===== src/rtl/lav_pkg.sv =====
// Shared constants, types and helpers for the look-at view matrix pipeline.
`default_nettype none

package lav_pkg;

   // Fraction bits of every fixed-point value.
   localparam int FRAC_BITS = 16;

   // Signed width of an axis component (holds +/- 2^FRAC_BITS).
   localparam int AW = FRAC_BITS + 2;
   // Quotient bits of a normalized component.
   localparam int QW = FRAC_BITS + 1;
   // Width of a position word and of an output axis field.
   localparam int WW = 32;
   localparam int FW = 18;

   // Normalizer widths.
   localparam int MAGW = WW + 1;
   localparam int SCW = 31;
   localparam int SQW = 2 * SCW;
   localparam int SUMW = 64;
   localparam int RTW = 32;
   localparam int RT_STEPS = SUMW / 2;
   localparam int DW = RTW + FRAC_BITS;

   // Basis and translation widths.
   localparam int PW = 2 * AW;
   localparam int XW = AW + WW + 2;

   // Stage counts.
   localparam int NORM_LAT = RT_STEPS + QW + 7;
   localparam int BASIS_LAT = 3;
   localparam int XLATE_LAT = 4;
   localparam int PIPE_DEPTH = 1 + 2 * NORM_LAT + BASIS_LAT + XLATE_LAT;

   typedef logic signed [AW-1:0] axis_type;
   typedef axis_type vec_type [3];
   typedef logic signed [WW-1:0] word_type;
   typedef word_type word_vec_type [3];

   typedef struct packed {
      logic [2:0][SCW-1:0] m;
      logic [2:0]          neg;
      logic                zero;
   } norm_carry_type;

   // Magnitude of an axis component, widened for the normalizer.
   function automatic logic [MAGW-1:0] axis_mag(input axis_type a);
      logic [AW-1:0] t;
      t = a[AW-1] ? AW'(-a) : AW'(a);
      return MAGW'(t);
   endfunction

   // An axis component placed in its 18-bit output field.
   function automatic logic [FW-1:0] field_of(input axis_type a);
      logic [AW+FW-1:0] t;
      t = {{FW{a[AW-1]}}, a};
      return t[FW-1:0];
   endfunction

endpackage

`default_nettype wire


===== src/rtl/lav_basis.sv =====
// Up axis as the cross product of the forward and side axes.
`default_nettype none

module lav_basis import lav_pkg::*; (
   input  logic    clock,
   input  logic    en,
   input  vec_type fwd_in,
   input  vec_type side_in,
   output vec_type fwd_out,
   output vec_type side_out,
   output vec_type up_out
);

   localparam int SW = PW + 1;
   localparam logic signed [SW-1:0] HALF = SW'(1) <<< (FRAC_BITS - 1);
   localparam logic signed [SW-1:0] ONE = SW'(1) <<< FRAC_BITS;

   logic signed [PW-1:0] p_ff [4];
   logic signed [SW-1:0] s_ff [3];
   logic signed [SW-1:0] r_in [3];
   vec_type              up_ff;
   vec_type              fd_ff [BASIS_LAT];
   vec_type              sd_ff [BASIS_LAT];

   // Round to nearest with ties away from zero, then clamp to the unit range.
   always_comb begin
      for (int i = 0; i < 3; i++) begin
         r_in[i] = (s_ff[i] + (s_ff[i] < 0 ? HALF - SW'(1) : HALF)) >>> FRAC_BITS;
      end
   end

   always_ff @(posedge clock) begin
      if (en) begin
         p_ff[0] <= PW'(fwd_in[1]) * PW'(side_in[2]);
         p_ff[1] <= PW'(fwd_in[2]) * PW'(side_in[0]);
         p_ff[2] <= PW'(fwd_in[0]) * PW'(side_in[2]);
         p_ff[3] <= PW'(fwd_in[1]) * PW'(side_in[0]);
         s_ff[0] <= SW'(p_ff[0]);
         s_ff[1] <= SW'(p_ff[1]) - SW'(p_ff[2]);
         s_ff[2] <= -SW'(p_ff[3]);
         for (int i = 0; i < 3; i++) begin
            if (r_in[i] > ONE) begin
               up_ff[i] <= AW'(ONE);
            end else if (r_in[i] < -ONE) begin
               up_ff[i] <= AW'(-ONE);
            end else begin
               up_ff[i] <= AW'(r_in[i]);
            end
         end
         fd_ff[0] <= fwd_in;
         sd_ff[0] <= side_in;
         for (int k = 1; k < BASIS_LAT; k++) begin
            fd_ff[k] <= fd_ff[k-1];
            sd_ff[k] <= sd_ff[k-1];
         end
      end
   end

   assign up_out = up_ff;
   assign fwd_out = fd_ff[BASIS_LAT-1];
   assign side_out = sd_ff[BASIS_LAT-1];

endmodule

`default_nettype wire


===== config.mk =====
export PLATFORM = sky130hd
export DESIGN_NAME = lav_basis
export DESIGN_NICKNAME = d
export VERILOG_FILES = /design/src/rtl/lav_pkg.sv /design/src/rtl/lav_basis.sv
export SDC_FILE = /design/constraint.sdc
export NUM_CORES = 2
export LEC_CHECK = 0
export ABC_CLOCK_PERIOD_IN_PS = 11350
export BUFFER_PORTS_ARGS = -buffer_cell sky130_fd_sc_hd__buf_2
export CORE_ASPECT_RATIO = 1.5
export CORE_MARGIN = 2
export CORE_UTILIZATION = 30
export CTS_BUF_LIST = sky130_fd_sc_hd__clkbuf_16
export CTS_CLUSTER_DIAMETER = 80
export DETAILED_ROUTE_END_ITERATION = 10
export SETUP_SLACK_MARGIN = 0.1
export SLEW_MARGIN = 15
export SYNTH_ARGS = -nofsm -noshare
export SYNTH_HDL_FRONTEND = slang
export SYNTH_SLANG_ARGS = --single-unit

===== constraint.sdc =====
create_clock -name clock -period 11.35 [get_ports clock]
set_clock_uncertainty 0.05 [all_clocks]
set_input_delay 0.5675 -clock clock [delete_from_list [all_inputs] [get_ports clock]]
set_output_delay 0.5675 -clock clock [all_outputs]
set_load 0.01 [all_outputs]

==> run_results.csv <==
group,metric,value,unit
route,num_vias,46500,
cells_and_area,syn_to_final_growth,9.22,%
setup_path,path_common_cell,"inv_1",
route,drtPass1Iterations,5,
global_route,grt_pass1_vias,52700,
cts,clkSlewWorstSetupHoldPaths,0.06,ns
logic_synthesis,syn_area,0.0730,mm²
setup_path,crit_family,"adder cells",
logic_synthesis,yosysSeqAreaShare,0.260,
setup_path,r2r_setup_slack,7.05,ns
logic_synthesis,ys_ff_latch,632,
logic_synthesis,dominantRegCellSynth,"edfxtp_1",
sta,fmax,0.142,GHz
setup_path,path_class,"input pin to flip-flop",
outcome,outcome,"completed",
placed_design,globalplace.congestion,0.865,
cells_and_area,multi_input_area,0.0465,mm²
global_route,grt_overflow,0,
setup_path,cp.arrival,7.39,ns
setup_path,cp_max_fo,37,
run,cap_violations,0,
cts,htreeDepth,3,
sta,min_period_over_period,0.621,
min_path,hold_depth,1,
setup_path,critPathSlowestCell,"fa_1",
logic_synthesis,synth_area_leaders,"fa_1 36%, edfxtp_1 26%, inv_1 7.9%",
global_route,grt_use_total,0.147,
sta,rsz0062_at_grt,"false",
logic_synthesis,syn_nets,8702,
logic_synthesis,ys_async_sr_fraction,0,
min_path,hold_end,"sd_ff[0][40]",
setup_path,worst-r2r-cell-count,10,
cts,tritoncts,"done",
cts,post_cts_buffers,0,
setup_path,critical_path.startpoint_type,"input pin",
floorplan,die_height,608,µm
setup_path,endpoint_kind,"flip-flop",
cts,cts-root-buf,"clkbuf_16",
cts,post_cts_resized,0,
floorplan,io_pins,272,
global_route,antenna_found_initial,15,
logic_synthesis,synth-edff-count,632,
floorplan,fp.dieW,407,µm
floorplan,row_count,221,
sta,slew_headroom,0.257,
global_route,grt_pass1_wl,285000,µm
logic_synthesis,yosysTopAreaCell,"fa_1",
cells_and_area,drive_above_1_share,0.0687,
setup_path,reg2reg_to,"up_out[46]",
cts,numCtsBuffers,74,
min_path,hold_path_class,"input pin to flip-flop",
route,antenna_left,0,
floorplan,dieArea,0.247,mm²
logic_synthesis,yosys_warnings,0,
sta,slew_viol_final,0,
sta,min_period,7.04,ns
cts,hold_buffers,18,
floorplan,coreArea,0.242,mm²
logic_synthesis,synth.top_cell.area_share,0.361,
cells_and_area,n_fill_cell,24500,
setup_path,r2r_start,"s_ff[0][36]",
sta,tightest_slew,1.11,ns
route,viasPerCell,4.57,
route,post_drt_wl_per_cell,17.4,µm
sta,setup_viol,0,
cts,clock_path_buffers,3,
cells_and_area,nets,8765,
sta,hold_viol_final,0,
logic_synthesis,avgSynthCellArea,10.7,µm²
min_path,hp-start,"side_in[40]",
cells_and_area,seq_area,0.0190,mm²
logic_synthesis,ys_types,81,
cts,insertion_delay,0.69,ns
placed_design,io_buffers,271,
route,wirelength,177000,µm
setup_path,cp.buffers_inverters,9,
setup_path,cp.required,11.69,ns
logic_synthesis,syn_inst,6821,
setup_path,critPathMaxStageDelay,0.56,ns
route,drt_iter0_drc,2186,
route,drcViolationCount,0,
cts,cts_num_sinks,632,
sta,setup_tns,0,ns
floorplan,start_util,0.302,
global_route,grt_max_degree,144,
placed_design,hpwlAfterDp,136000,µm
-- area by class of cell --
| type | instances | share of cell area |
|---|---|---|
| timing repair buffer | 336 | 0.0243 |
| tap | 3233 | 0.0507 |
| multi-input combinational | 4306 | 0.584 |
| sequential | 632 | 0.238 |
| antenna | 6 | 0.000188 |
| clock inverter | 57 | 0.00768 |
| clock buffer | 74 | 0.0232 |
| inverter | 1534 | 0.0722 |
-- kinds of logic after synthesis --
kind of cell | synth area share
compound gates | 0.0422
xor+xnor | 0.0317
fa+ha+maj | 0.439
buf+inv | 0.103
flops | 0.260
mux | 0.000154
simple gates | 0.124
-- placed cells by master, fill, tap and decap left out, types with 7 or more instances in the layout --
master         instances
nand4_1               20
a21o_1                69
xnor2_1              196
and4_1                10
and3_1                25
clkinv_1              11
clkinv_2               9
fa_1                1317
o31a_1                 7
o21a_1                35
or3_1                 10
inv_1               1538
o21bai_1              13
o211ai_1              12
o31ai_1                9
dlygate4sd3_1         18
ha_1                 454
and2_1               661
nor2_1               198
nor3_1                35
inv_6                  7
a21oi_1              143
a31oi_1               16
a211oi_1              15
nor2b_1               23
nor2_2                11
clkbuf_16             74
o21ai_0               86
nand2_1              671
xor2_1                68
edfxtp_1             632
buf_4                 44
buf_2                270
or2_2                  8
nor4_1                12
nand3_1               52
nand2b_1              37
-- Yosys cell counts, types with 13 or more instances --
library cell / instances
a21oi_1: 143
and3_1: 25
o21ai_0: 86
xor2_1: 68
o21a_1: 35
nor2b_1: 23
nand2_1: 671
nand2b_1: 37
ha_1: 454
and2_1: 661
nor3_1: 35
nor2_1: 198
edfxtp_1: 632
nand3_1: 52
nand4_1: 20
xnor2_1: 196
inv_1: 1534
buf_4: 110
fa_1: 1317
clkbuf_1: 234
a21o_1: 69
a31oi_1: 16
o21bai_1: 13
a211oi_1: 15
-- flip-flops by register name, summed over array words and instances, names as in the netlist --
register	flops
up_out	54
fd_ff	162
sd_ff	162
s_ff	110
p_ff	144
-- metrics by stage --
stage / instance area, µm² / instances / setup slack, ns / util / hold slack, ns
floorplan: 73000 / 6821 / 4.51 / - / 0.350
global placement: 77100 / 10000 / 3.67 / 0.319 / 0.351
detailed placement: 77100 / 10000 / 3.64 / 0.319 / 0.355
CTS: 79700 / 10200 / 4.35 / 0.330 / 0.125
global route: 79700 / 10200 / 3.77 / 0.330 / 0.174
finish: 79700 / 10200 / 4.31 / 0.330 / 0.198
-- worst max path at each step --
stage,from,end,slack (ns),depth (start not counted)
after detailed placement,side_in[36],p_ff[1][34],3.64,26
after global routing,side_in[36],p_ff[1][34],3.77,26
after global placement,side_in[36],p_ff[1][34],3.67,26
after floorplan,fwd_in[17],p_ff[1][34],4.51,24
final,side_in[36],p_ff[1][34],4.31,26
after CTS,side_in[36],p_ff[1][34],4.35,26
-- metal layers --
| layer | share of wire | track usage |
|---|---|---|
| met4 | 0.047 | 0.0660 |
| met2 | 0.55 | 0.281 |
| met3 | 0.042 | 0.0185 |
| met5 | 0.00040 | 0 |
| met1 | 0.36 | 0.158 |
Power is left out: the tool's default activity adds up to more than one toggle a clock period on the data nets, which glitch-free logic cannot reach.
